File: src/hdl/swtc_pkg.sv
// Shared types, constants and the pulse template table for the sliding
// window template classifier. No dependencies.
`default_nettype none

package swtc_pkg;

    localparam int WIN_LEN   = 10;
    localparam int CLS_COUNT = 4;
    localparam int SAMPLE_W  = 10;
    localparam int SQ_W      = 2 * SAMPLE_W;
    localparam int ERR_W     = 24;
    localparam int POS_W     = 4;
    localparam int CLS_W     = 2;
    localparam int CFG_IDX_W = 2;

    typedef logic [SAMPLE_W-1:0] t_sample;
    typedef logic [SQ_W-1:0]     t_sq;
    typedef logic [ERR_W-1:0]    t_err;
    typedef logic [POS_W-1:0]    t_pos;
    typedef logic [CLS_W-1:0]    t_cls;
    typedef logic [CFG_IDX_W-1:0] t_cfg_idx;

    localparam t_pos POS_LAST = POS_W'(WIN_LEN - 1);
    localparam t_pos FILL_MAX = POS_W'(WIN_LEN);

    // template classes
    localparam t_cls CLS_IDLE  = 2'd0;
    localparam t_cls CLS_PULSE = 2'd1;
    localparam t_cls CLS_HIGH  = 2'd2;
    localparam t_cls CLS_MID   = 2'd3;
    localparam t_cls CLS_LAST  = CLS_W'(CLS_COUNT - 1);

    // configuration register indexes
    localparam t_cfg_idx CFG_IDLE_LEVEL = 2'd0;
    localparam t_cfg_idx CFG_HIGH_LEVEL = 2'd1;
    localparam t_cfg_idx CFG_MID_LEVEL  = 2'd2;

    localparam t_sample IDLE_LEVEL_RST = 10'd400;
    localparam t_sample HIGH_LEVEL_RST = 10'd900;
    localparam t_sample MID_LEVEL_RST  = 10'd800;

    // controller -> datapath commands
    typedef struct packed {
        logic shift;     // push accepted sample into window
        logic issue;     // one element of the sweep enters the pipe
        logic first;     // first element of a class
        logic last;      // last element of a class
        t_cls cls;
        t_pos pos;
        logic load_out;  // copy best match into output register
    } t_dp_cmd;

    // datapath -> controller status
    typedef struct packed {
        logic busy;      // elements still in flight
    } t_dp_sts;

    // fixed pulse shape, oldest position first
    function automatic t_sample pulse_at(input t_pos pos);
        t_sample v;
        case (pos)
            4'd0:    v = 10'd321;
            4'd1:    v = 10'd327;
            4'd2:    v = 10'd427;
            4'd3:    v = 10'd775;
            4'd4:    v = 10'd1000;
            4'd5:    v = 10'd1000;
            4'd6:    v = 10'd833;
            4'd7:    v = 10'd598;
            4'd8:    v = 10'd473;
            4'd9:    v = 10'd396;
            default: v = '0;
        endcase
        return v;
    endfunction

endpackage

`default_nettype wire

File: src/hdl/swtc_sample_if.sv
// Input stream interface: one sample per transaction.
// Depends on swtc_pkg.
`default_nettype none

interface swtc_sample_if;
    logic              valid;
    logic              ready;
    swtc_pkg::t_sample sample;

    modport source (output valid, output sample, input ready);
    modport sink   (input valid, input sample, output ready);
endinterface

`default_nettype wire

File: src/hdl/swtc_result_if.sv
// Output stream interface: one classification result per transaction.
// Depends on swtc_pkg.
`default_nettype none

interface swtc_result_if;
    logic           valid;
    logic           ready;
    swtc_pkg::t_cls best_class;
    swtc_pkg::t_err best_error;
    logic           window_full;

    modport source (output valid, output best_class, output best_error,
                    output window_full, input ready);
    modport sink   (input valid, input best_class, input best_error,
                    input window_full, output ready);
endinterface

`default_nettype wire

File: src/hdl/sliding_window_template_classifier.sv
// Top level of the sliding window template classifier: controller,
// datapath and stream interfaces. Depends on swtc_pkg, swtc_sample_if,
// swtc_result_if, swtc_ctrl and swtc_dp.
`default_nettype none

// Each accepted sample is pushed into a ten-deep window (oldest dropped),
// then the window is scored against four templates by sum of squared
// differences: class 0, 2 and 3 are flat levels from the idle, high and mid
// level registers, class 1 is a fixed pulse shape. The result carries the
// best class (ties go to the lower class), its error and window_full, which
// goes high once ten samples have been taken; before that, unfilled slots
// count as zero. One result transaction per sample transaction.
// Timing: the sweep uses a single subtract/square/accumulate unit, one
// window element per cycle, over every class and position; then the pipe
// drains, the result is loaded, and only then can the next sample be taken,
// as long as the result side keeps up.
// The output register holds a finished result while the next sample is
// being worked; a sweep only stalls at its end if that result is still
// waiting. Level registers may be written whenever the block is idle;
// index 3 is ignored.

module sliding_window_template_classifier (
    input  wire logic                  i_clk,
    input  wire logic                  i_rst_n,
    swtc_sample_if.sink                i_in,
    swtc_result_if.source              o_out,
    input  wire logic                  i_cfg_we,
    input  wire swtc_pkg::t_cfg_idx    i_cfg_idx,
    input  wire swtc_pkg::t_sample     i_cfg_data
);

    swtc_pkg::t_dp_cmd w_cmd;
    swtc_pkg::t_dp_sts w_sts;
    logic              w_in_ready;
    logic              w_out_valid;
    swtc_pkg::t_cls    w_best_class;
    swtc_pkg::t_err    w_best_error;
    logic              w_window_full;

    assign i_in.ready        = w_in_ready;
    assign o_out.valid       = w_out_valid;
    assign o_out.best_class  = w_best_class;
    assign o_out.best_error  = w_best_error;
    assign o_out.window_full = w_window_full;

    swtc_ctrl u_ctrl (
        .i_clk       (i_clk),
        .i_rst_n     (i_rst_n),
        .i_in_valid  (i_in.valid),
        .o_in_ready  (w_in_ready),
        .o_out_valid (w_out_valid),
        .i_out_ready (o_out.ready),
        .o_cmd       (w_cmd),
        .i_sts       (w_sts)
    );

    swtc_dp u_dp (
        .i_clk         (i_clk),
        .i_rst_n       (i_rst_n),
        .i_cmd         (w_cmd),
        .o_sts         (w_sts),
        .i_sample      (i_in.sample),
        .i_cfg_we      (i_cfg_we),
        .i_cfg_idx     (i_cfg_idx),
        .i_cfg_data    (i_cfg_data),
        .o_best_class  (w_best_class),
        .o_best_error  (w_best_error),
        .o_window_full (w_window_full)
    );

    // a sweep starts right after a sample transaction, at class 0 position 0
    a_sweep_start : assert property (@(posedge i_clk) disable iff (!i_rst_n)
        w_cmd.shift |=> (w_cmd.issue && w_cmd.first && w_cmd.cls == swtc_pkg::CLS_IDLE))
        else $error("sweep did not start after sample transaction");

    // nothing is issued after the last element of the last class
    a_sweep_end : assert property (@(posedge i_clk) disable iff (!i_rst_n)
        (w_cmd.issue && w_cmd.last && w_cmd.cls == swtc_pkg::CLS_LAST) |=> !w_cmd.issue)
        else $error("issue continued past end of sweep");

    // result is loaded only once the pipe is empty
    a_load_drained : assert property (@(posedge i_clk) disable iff (!i_rst_n)
        w_cmd.load_out |-> !w_sts.busy)
        else $error("result loaded with elements in flight");

    // a waiting result is never overwritten
    a_no_overwrite : assert property (@(posedge i_clk) disable iff (!i_rst_n)
        w_cmd.load_out |-> (!o_out.valid || o_out.ready))
        else $error("pending result overwritten");

endmodule

`default_nettype wire

File: src/hdl/swtc_ctrl.sv
// Controller: accepts a sample, sweeps class x position, waits for the
// pipe to drain and loads the output register. Depends on swtc_pkg.
`default_nettype none

module swtc_ctrl (
    input  wire logic              i_clk,
    input  wire logic              i_rst_n,
    input  wire logic              i_in_valid,
    output logic                   o_in_ready,
    output logic                   o_out_valid,
    input  wire logic              i_out_ready,
    output swtc_pkg::t_dp_cmd      o_cmd,
    input  wire swtc_pkg::t_dp_sts i_sts
);

    localparam logic [1:0] S_IDLE  = 2'd0;
    localparam logic [1:0] S_RUN   = 2'd1;
    localparam logic [1:0] S_DRAIN = 2'd2;

    logic [1:0]     r_state, n_state;
    swtc_pkg::t_cls r_cls, n_cls;
    swtc_pkg::t_pos r_pos, n_pos;
    logic           r_out_valid, n_out_valid;
    logic           w_accept;
    logic           w_load;

    assign o_in_ready  = (r_state == S_IDLE);
    assign w_accept    = i_in_valid && o_in_ready;
    assign w_load      = (r_state == S_DRAIN) && !i_sts.busy
                         && (!r_out_valid || i_out_ready);
    assign o_out_valid = r_out_valid;

    always_comb begin
        o_cmd          = '0;
        o_cmd.shift    = w_accept;
        o_cmd.issue    = (r_state == S_RUN);
        o_cmd.first    = (r_pos == '0);
        o_cmd.last     = (r_pos == swtc_pkg::POS_LAST);
        o_cmd.cls      = r_cls;
        o_cmd.pos      = r_pos;
        o_cmd.load_out = w_load;
    end

    always_comb begin
        n_state     = r_state;
        n_cls       = r_cls;
        n_pos       = r_pos;
        n_out_valid = r_out_valid;
        if (r_out_valid && i_out_ready) begin
            n_out_valid = 1'b0;
        end
        case (r_state)
            S_IDLE: begin
                if (w_accept) begin
                    n_state = S_RUN;
                    n_cls   = '0;
                    n_pos   = '0;
                end
            end
            S_RUN: begin
                if (r_pos == swtc_pkg::POS_LAST) begin
                    n_pos = '0;
                    if (r_cls == swtc_pkg::CLS_LAST) begin
                        n_state = S_DRAIN;
                    end else begin
                        n_cls = r_cls + 1'b1;
                    end
                end else begin
                    n_pos = r_pos + 1'b1;
                end
            end
            S_DRAIN: begin
                if (w_load) begin
                    n_state     = S_IDLE;
                    n_out_valid = 1'b1;
                end
            end
            default: begin
                n_state = S_IDLE;
            end
        endcase
    end

    always_ff @(posedge i_clk) begin
        if (!i_rst_n) begin
            r_state     <= S_IDLE;
            r_cls       <= '0;
            r_pos       <= '0;
            r_out_valid <= 1'b0;
        end else begin
            r_state     <= n_state;
            r_cls       <= n_cls;
            r_pos       <= n_pos;
            r_out_valid <= n_out_valid;
        end
    end

endmodule

`default_nettype wire

File: src/hdl/swtc_dp.sv
// Datapath: sample window, level registers, three-stage squared
// difference pipe, best-match tracking and output register. Depends on swtc_pkg.
`default_nettype none

module swtc_dp (
    input  wire logic                 i_clk,
    input  wire logic                 i_rst_n,
    input  wire swtc_pkg::t_dp_cmd    i_cmd,
    output swtc_pkg::t_dp_sts         o_sts,
    input  wire swtc_pkg::t_sample    i_sample,
    input  wire logic                 i_cfg_we,
    input  wire swtc_pkg::t_cfg_idx   i_cfg_idx,
    input  wire swtc_pkg::t_sample    i_cfg_data,
    output swtc_pkg::t_cls            o_best_class,
    output swtc_pkg::t_err            o_best_error,
    output logic                      o_window_full
);

    swtc_pkg::t_sample r_win [swtc_pkg::WIN_LEN];
    swtc_pkg::t_pos    r_fill;
    swtc_pkg::t_sample r_idle_lvl, r_high_lvl, r_mid_lvl;

    // stage A: absolute difference
    logic              r_a_vld, r_a_first, r_a_last;
    swtc_pkg::t_cls    r_a_cls;
    swtc_pkg::t_sample r_a_diff;
    // stage B: square
    logic              r_b_vld, r_b_first, r_b_last;
    swtc_pkg::t_cls    r_b_cls;
    swtc_pkg::t_sq     r_b_sq;
    // stage C: accumulate and compare
    swtc_pkg::t_err    r_acc, n_acc;
    swtc_pkg::t_err    r_best_err;
    swtc_pkg::t_cls    r_best_cls;
    // output register
    swtc_pkg::t_cls    r_out_cls;
    swtc_pkg::t_err    r_out_err;
    logic              r_out_full;

    swtc_pkg::t_sample w_elem, w_tmpl, w_diff;

    assign o_sts.busy    = r_a_vld || r_b_vld;
    assign o_best_class  = r_out_cls;
    assign o_best_error  = r_out_err;
    assign o_window_full = r_out_full;

    // window shift and fill count
    always_ff @(posedge i_clk) begin
        if (!i_rst_n) begin
            for (int i = 0; i < swtc_pkg::WIN_LEN; i++) begin
                r_win[i] <= '0;
            end
            r_fill <= '0;
        end else if (i_cmd.shift) begin
            for (int i = 0; i < swtc_pkg::WIN_LEN - 1; i++) begin
                r_win[i] <= r_win[i+1];
            end
            r_win[swtc_pkg::WIN_LEN-1] <= i_sample;
            if (r_fill != swtc_pkg::FILL_MAX) begin
                r_fill <= r_fill + 1'b1;
            end
        end
    end

    // level registers
    always_ff @(posedge i_clk) begin
        if (!i_rst_n) begin
            r_idle_lvl <= swtc_pkg::IDLE_LEVEL_RST;
            r_high_lvl <= swtc_pkg::HIGH_LEVEL_RST;
            r_mid_lvl  <= swtc_pkg::MID_LEVEL_RST;
        end else if (i_cfg_we) begin
            case (i_cfg_idx)
                swtc_pkg::CFG_IDLE_LEVEL: r_idle_lvl <= i_cfg_data;
                swtc_pkg::CFG_HIGH_LEVEL: r_high_lvl <= i_cfg_data;
                swtc_pkg::CFG_MID_LEVEL:  r_mid_lvl  <= i_cfg_data;
                default: ;
            endcase
        end
    end

    always_comb begin
        w_elem = r_win[i_cmd.pos];
        case (i_cmd.cls)
            swtc_pkg::CLS_IDLE:  w_tmpl = r_idle_lvl;
            swtc_pkg::CLS_PULSE: w_tmpl = swtc_pkg::pulse_at(i_cmd.pos);
            swtc_pkg::CLS_HIGH:  w_tmpl = r_high_lvl;
            default:             w_tmpl = r_mid_lvl;
        endcase
        w_diff = (w_elem >= w_tmpl) ? (w_elem - w_tmpl) : (w_tmpl - w_elem);
    end

    always_comb begin
        n_acc = (r_b_first ? '0 : r_acc) + swtc_pkg::ERR_W'(r_b_sq);
    end

    // pipe valids
    always_ff @(posedge i_clk) begin
        if (!i_rst_n) begin
            r_a_vld <= 1'b0;
            r_b_vld <= 1'b0;
        end else begin
            r_a_vld <= i_cmd.issue;
            r_b_vld <= r_a_vld;
        end
    end

    // pipe payload
    always_ff @(posedge i_clk) begin
        r_a_diff  <= w_diff;
        r_a_first <= i_cmd.first;
        r_a_last  <= i_cmd.last;
        r_a_cls   <= i_cmd.cls;

        // full-width product
        r_b_sq    <= {{swtc_pkg::SAMPLE_W{1'b0}}, r_a_diff}
                     * {{swtc_pkg::SAMPLE_W{1'b0}}, r_a_diff};
        r_b_first <= r_a_first;
        r_b_last  <= r_a_last;
        r_b_cls   <= r_a_cls;

        if (r_b_vld) begin
            r_acc <= n_acc;
            // first class always wins; later ones only when strictly smaller
            if (r_b_last && (r_b_cls == swtc_pkg::CLS_IDLE || n_acc < r_best_err)) begin
                r_best_err <= n_acc;
                r_best_cls <= r_b_cls;
            end
        end

        if (i_cmd.load_out) begin
            r_out_cls  <= r_best_cls;
            r_out_err  <= r_best_err;
            r_out_full <= (r_fill == swtc_pkg::FILL_MAX);
        end
    end

endmodule

`default_nettype wire
File: src/flat_wrapper.sv
// flat-port wrapper written by rule: the top's interface ports become plain ports
module sliding_window_template_classifier_flat 
  (i_clk, i_rst_n, i_cfg_we, i_cfg_idx, i_cfg_data, i_in_valid, i_in_sample, i_in_ready, o_out_valid, o_out_best_class, o_out_best_error, o_out_window_full, o_out_ready);
  swtc_sample_if i_in_i ();
  swtc_result_if o_out_i ();
  input  wire logic i_clk;
  input  wire logic i_rst_n;
  input  wire logic i_cfg_we;
  input  wire swtc_pkg::t_cfg_idx i_cfg_idx;
  input  wire swtc_pkg::t_sample i_cfg_data;
  input wire logic [$bits(i_in_i.valid)-1:0] i_in_valid;
  input wire logic [$bits(i_in_i.sample)-1:0] i_in_sample;
  output wire logic [$bits(i_in_i.ready)-1:0] i_in_ready;
  output wire logic [$bits(o_out_i.valid)-1:0] o_out_valid;
  output wire logic [$bits(o_out_i.best_class)-1:0] o_out_best_class;
  output wire logic [$bits(o_out_i.best_error)-1:0] o_out_best_error;
  output wire logic [$bits(o_out_i.window_full)-1:0] o_out_window_full;
  input wire logic [$bits(o_out_i.ready)-1:0] o_out_ready;
  assign i_in_i.valid = i_in_valid;
  assign i_in_i.sample = i_in_sample;
  assign i_in_ready = i_in_i.ready;
  assign o_out_valid = o_out_i.valid;
  assign o_out_best_class = o_out_i.best_class;
  assign o_out_best_error = o_out_i.best_error;
  assign o_out_window_full = o_out_i.window_full;
  assign o_out_i.ready = o_out_ready;
  sliding_window_template_classifier u_core (.i_clk(i_clk), .i_rst_n(i_rst_n), .i_in(i_in_i), .o_out(o_out_i), .i_cfg_we(i_cfg_we), .i_cfg_idx(i_cfg_idx), .i_cfg_data(i_cfg_data));
endmodule
File: config.mk
export PLATFORM = sky130hd
export DESIGN_NAME = sliding_window_template_classifier_flat
export DESIGN_NICKNAME = d
export VERILOG_FILES = /design/src/hdl/swtc_pkg.sv /design/src/hdl/swtc_sample_if.sv /design/src/hdl/swtc_result_if.sv /design/src/hdl/sliding_window_template_classifier.sv /design/src/hdl/swtc_ctrl.sv /design/src/hdl/swtc_dp.sv /design/src/flat_wrapper.sv
export SDC_FILE = /design/constraint.sdc
export NUM_CORES = 1
export LEC_CHECK = 0
export BUFFER_PORTS_ARGS = -buffer_cell sky130_fd_sc_hd__buf_4
export CORE_MARGIN = 5
export CORE_UTILIZATION = 59
export DETAILED_ROUTE_END_ITERATION = 10
export GPL_ROUTABILITY_DRIVEN = 0
export PLACE_DENSITY_LB_ADDON = 0.08
export SLEW_MARGIN = 20
export SYNTH_ARGS = -nofsm -noshare
export SYNTH_HDL_FRONTEND = slang
export SYNTH_SLANG_ARGS = --single-unit
File: constraint.sdc
create_clock -name i_clk -period 9.2 [get_ports i_clk]
set_clock_uncertainty 0.05 [all_clocks]
set_input_delay 1.38 -clock i_clk [delete_from_list [all_inputs] [get_ports i_clk]]
set_output_delay 1.38 -clock i_clk [all_outputs]
set_load 0.03 [all_outputs]
Word-level counts from Yosys, hierarchy flattened. Memory sizes are Yosys's and may differ from the RTL's. A register that Yosys moved wholly into a read port is not among the register bits. Index checks and enable logic that the tools add are counted. W data, S select, Z words.

Flip-flop bits (word level): 160. Bits in latches: 0. RAM bits: 100. Memory bits (read-only): 160. Bits of input ports: 27. Output and inout bits: 29. Logic and storage cells: 120. Memories: 2.

Add/sub/neg operators: 6. Multipliers: 1. Div/mod/pow operators: 0. Magnitude comparators: 2. Equality and inequality tests: 15. Shift-type cells: 0. Mux-type cells: 36. Bitwise operators: 10. Reduce and logical (&&, ||, !) cells: 24.

Memories: (name not given) (depth 16, bits a word 10, read ports 1, clocked after Yosys merged registers in 1, write ports 0, RTL line swtc_pkg.sv:61) `case (pos)`; u_core.u_dp.r_win (depth 10, bits a word 10, read ports 10, clocked after Yosys merged registers in 1, write ports 10, RTL line swtc_dp.sv:19) `swtc_pkg::t_sample r_win [swtc_pkg::WIN_LEN];`.

Operator list (count): $mux W10 (11); $pmux W10 S3 (1); $add A24 B20 Y24 (1); $lt A24 B24 Y1 (1); $mux W24 (1); $mux W4 (6); $mul A10 B10 Y20 (1); $sub A10 B10 Y10 (2); $mux W2 (7); $reduce_and A2 Y1 (6); $ge A10 B10 Y1 (1); $or A1 B1 Y1 (10); $add A4 B1 Y4 const B (2); $eq A2 B2 Y1 const B (4); $eq A4 B4 Y1 const B (2); $logic_not A2 Y1 (4); $pmux W4 S2 (1); $reduce_and A4 Y1 (2); $mux W1 (7); $eq A2 B1 Y1 const B (3); $ne A2 B2 Y1 const B (3); $pmux W2 S3 (1); $logic_and A1 B1 Y1 (5); $logic_not A4 Y1 (1); other kinds (7) (11).

Logic depth before layout (Yosys ltp).
Word-level depth: 6. Gate-level depth with buffers: 20. Depth with buffers taken out: 19.

Modules after synthesis. From an unflattened synthesis, not the netlist that was laid out.

Cells, all modules: 1389. Area, all modules: 15327.2 µm².

By module, submodules not included: swtc_dp (instances 1, cells each 1325, area each 14781.7 µm²); swtc_ctrl (instances 1, cells each 64, area each 545.5 µm²).

Least setup slack after synthesis. Ideal clock, no wire load.

Path kind: register to register. Start point: reg u_core.u_dp.r_b_first. End point: reg u_core.u_dp.r_best_cls[0] (enable). Library setup time: 0.451 ns. Arrival time: 4.839 ns. Required time: 8.699 ns. Slack: 3.860 ns. Cell stages (with the launch flop): 20. Path buffers: 1. Clock period less this slack: 5.340 ns. Cells stage by stage: dfxtp_1 > clkbuf_1 > nor2b_1 > ha_1 > ha_1 > a211oi_1 > and2b_1 > o21a_1 > a21boi_0 > o31ai_1 > nand3_1 > mux2_2 > ha_1 > nand4_1 > nor4_1 > o21ai_0 > nand2_1 > nor4_1 > o31ai_1 > o32ai_1.

Cells in the longest elaborated chain, start to end: 6.

Ends and longest elaborated chain: start: declaration (RTL line swtc_dp.sv:28) `logic r_b_vld, r_b_first, r_b_last;`; start signal: assignment (RTL line swtc_dp.sv:117) `r_b_first <= r_a_first;`; $mux W24 (RTL line swtc_dp.sv:93) `n_acc = (r_b_first ? '0 : r_acc) + swtc_pkg::ERR_W'(r_b_sq);`; $add A24 B20 Y24 (RTL line swtc_dp.sv:93); via u_core.u_dp.n_acc[22] (RTL line swtc_dp.sv:32) `swtc_pkg::t_err r_acc, n_acc;`; $lt A24 B24 Y1 (RTL line swtc_dp.sv:124) `if (r_b_last && (r_b_cls == swtc_pkg::CLS_IDLE || n_acc < r_best_err)) begin`; $logic_or A1 B1 Y1 (RTL line swtc_dp.sv:124); $logic_and A1 B1 Y1 (RTL line swtc_dp.sv:124); $reduce_and A2 Y1 (no line); end signal: assignment (RTL line swtc_dp.sv:126) `r_best_cls <= r_b_cls;`; end: declaration (RTL line swtc_dp.sv:34) `swtc_pkg::t_cls r_best_cls;`.

The timed path passes the listed nets, and every way through them passes these cells. A chain may end at the register's enable or synchronous reset.

Final worst setup path.
Start point: reg u_core.u_dp.r_b_first. End point: reg u_core.u_dp.r_best_err[15] (enable).

Cells in the longest elaborated chain, start to end: 6.

Ends and longest elaborated chain: $mux W24 (RTL line swtc_dp.sv:93); $add A24 B20 Y24 (RTL line swtc_dp.sv:93); via u_core.u_dp.n_acc[22] (RTL line swtc_dp.sv:32); $lt A24 B24 Y1 (RTL line swtc_dp.sv:124); $logic_or A1 B1 Y1 (RTL line swtc_dp.sv:124); $logic_and A1 B1 Y1 (RTL line swtc_dp.sv:124); $reduce_and A2 Y1 (no line); end signal: assignment (RTL line swtc_dp.sv:125) `r_best_err <= n_acc;`; end: declaration (RTL line swtc_dp.sv:33) `swtc_pkg::t_err r_best_err;`.

The timed path passes the listed nets, and every way through them passes these cells.

==> key figures <==
Status
  – Status: completed

Worst setup path
  – Slowest cell on the critical path: dfxtp_1
  – WP data arrival: 5.65 ns
  – Nature of the critical path endpoint: register
  – Worst Path Required: 9.39 ns
  – Critical path startpoint category: register
  – CP max FO: 26
  – CP most frequent cell: ha_1
  – Setup CP Type: reg -> reg
  – Crit-path cells: nor2b_1, ha_1, ha_1, a211oi_1, and2b_1, o21a_1, a21boi_0, o31ai_1, nand3_1, mux2_2, ha_1, nand4_1, nor4_1, o21ai_0, nand2_1, nor4_1, o31ai_1, o32ai_4, buf_4
  – Largest stage delay, worst path: 0.94 ns

Cells and area
  – Storage cell area: 7218 sq um
  – Most common cell after layout, fill and taps aside: edfxtp_1
  – Fill cell count: 2030
  – Fraction of layout cells with a size suffix above 1: 11.08%
  – Layout area overhead: 10.83%
  – Final net count: between 1500 and 2000
  – Multi-input logic area: 7453 sq um
  – # diodes: 0
  – Util after Layout: 65.79%
  – Finished Layout Cells: approximately 1800
  – Most frequent cells in the layout: edfxtp_1, nand2_1, inv_1

Clock tree
  – Cts repair resizes: 0
  – CTS Sinks: 272
  – CTS Buf Count: 29
  – Hold_buf cts: 0
  – CTS tree: built
  – Post-CTS Repair Setup Buffers: 0
  – CTS root buf: clkbuf_16
  – Clk pin slew, worst setup/hold paths: 0.06 ns
  – Latest clock arrival within the worst-skew pair: 0.55 ns
  – Clock buffer depth: 3
  – # H-tree levels: 1

Logic synthesis
  – #FFs+latches synth: between 200 and 300
  – Syn Nets: approximately 1600
  – Post-Syn Area: 15340 sq um
  – Post-synth EDFFs: 177
  – Post-synth top flop: edfxtp_1
  – Yosys warnings: 0
  – Register area share after synthesis: between 40 and 50%
  – Avg Cell Area, Syn: 11.02 sq um
  – Syn Inst Count: about 1400
  – Synth unique cells: 65
  – Post-synth ARST share: 0%

STA
  – Tmin final: 5.456 ns
  – FMAX: 183.3 MHz
  – Setup TNS: 0 ns
  – Fin crit share: 59.30%
  – Final Hold Fails: 0
  – Max-slew violation count: 0
  – Hold slack: between 0.2 and 0.3 ns
  – Slew @ Worst Pin: 1.021 ns
  – Slew margin rel.: 31.52%
  – Count of final setup violators: 0
  – RSZ-0062 raised after global routing: false

Drt
  – DRT iter0 DRCs: ~540
  – Wire length on met3: 1052 um
  – DR DRC count: 0
  – DRT Wirelength: 29010 um
  – Vias: 9871
  – Pre-Repair DR Iteration Count: 5
  – Met2 wire len: 14320 um
  – Drt wl/cell: roughly 16 um
  – Met1 WL: 12990 um
  – DRT antenna net count: 0
  – Max layer used: met4
  – Via-per-instance ratio: approximately 5.5

Global routing
  – Gr ovfl total: 0
  – GRT Total Usage: 20.10%
  – Vias in the first global route: 10071
  – First-pass GRT wire length: roughly 48000 um
  – Initial antenna violation count: 0
  – Largest net degree at the start of global routing: 101

Placed design
  – IO buf count: 55
  – DP Wirelength: 21060 um
  – Dpl cells: 1743

Floorplanning
  – Cell Rows: 59
  – Die width: 171.2 um
  – IO Pins: 56
  – Initial Util: 59.36%
  – Die area: just under 30000 sq um
  – Core area: around 26000 sq um
  – Die height: around 170 um

Flow run
  – Max Cap Violations: 0

Hold path
  – Class of the worst hold path: reg -> reg
## kinds of logic after synthesis
logic type | Yosys count | synth area share, %
multiplexers | 59 | 5.662
buffers and inverters | 186 | 4.609
AND/OR/NAND/NOR | 444 | 14.68
flip-flops | 272 | 47.05
adder cells (fa/ha/maj) | 169 | 16.23
AO/OA/AOI/OAI | 211 | 8.843
XOR/XNOR | 51 | 2.912
## worst paths after layout
check / endpoint / startpoint / cells past startpoint / slack (ns)
worst min-delay path: u_core.u_dp.r_b_first / u_core.u_dp.r_a_first / 0 / 0.28
worst min register to register: u_core.u_dp.r_b_first / u_core.u_dp.r_a_first / 0 / 0.28
worst max-delay path: u_core.u_dp.r_best_err[15] / u_core.u_dp.r_b_first / 19 / 3.74
worst max register to register: u_core.u_dp.r_best_err[15] / u_core.u_dp.r_b_first / 19 / 3.74
## per-stage QoR
step           setup slack [ns]  instance area (sq um)
2_1_floorplan             3.860                  15340
3_3_place_gp              3.947                  16090
3_5_place_dp              3.826                  16090
4_1_cts                   3.793                  17000
5_1_grt                   3.414                  17000
6_report                  3.744                  17000
## worst max-delay path: cells and delay by family, from the launching register on
family	cells	cell delay (ns)
AOI/OAI and AO/OA	7	1.60
DFF	1	0.94
buffers and inverters	1	0.36
and+or+nand+nor	7	1.01
adders and majority gates	3	0.80
muxes	1	0.36
## sequential cells by signal (all words and copies together), names as in the netlist, 2 cells and up, named ones only
signal and flops:
u_core.u_dp.r_a_diff 10, u_core.u_dp.r_best_err 24, u_core.u_dp.r_b_sq 19, u_core.u_ctrl.r_state 2, u_core.u_ctrl.r_pos 4, u_core.u_dp.o_best_error 24
u_core.u_dp.r_acc 24, u_core.u_dp.r_a_cls 2, u_core.u_dp.r_mid_lvl 10, u_core.u_dp.r_high_lvl 10, u_core.u_dp.r_best_cls 2, u_core.u_dp.r_win 100
u_core.u_dp.o_best_class 2, u_core.u_ctrl.r_cls 2, u_core.u_dp.r_fill 4, u_core.u_dp.r_idle_lvl 10, u_core.u_dp.r_b_cls 2
## final cells by class
type	count	area share (%)
multi-input cells	934	43.85
clock buffers	38	4.586
repair buffers	64	2.827
well taps	335	2.466
clock inverters	16	0.7582
inverters	138	3.047
flip-flops and latches	272	42.47
## per-layer routing
metal	GRT usage (%)	vias to the layer above
li1	-	4890
met1	26.98	4793
met2	34.80	141
met3	2.666	47
met4	5.339	0
met5	0	-
## synth_stat cells, drive strengths merged, types with 14 or more instances
cell type,n,area [sq um]
a21o,28,210.2
a21oi,68,340.3
and2,123,769.5
clkbuf,43,161.4
dfxtp,95,1902
edfxtp,177,5315
fa,50,1001
ha,119,1489
inv,137,514.2
mux2,22,247.7
mux2i,17,170.2
mux4,20,450.4
nand2,152,570.6
nand3,20,100.1
nor2,56,210.2
nor2b,32,200.2
o21a,14,105.1
o21ai,39,195.2
xnor2,34,297.8
xor2,17,148.9
Power is not shown: default switching activity piles up to over one toggle a cycle in this logic, so the estimate is an artifact.
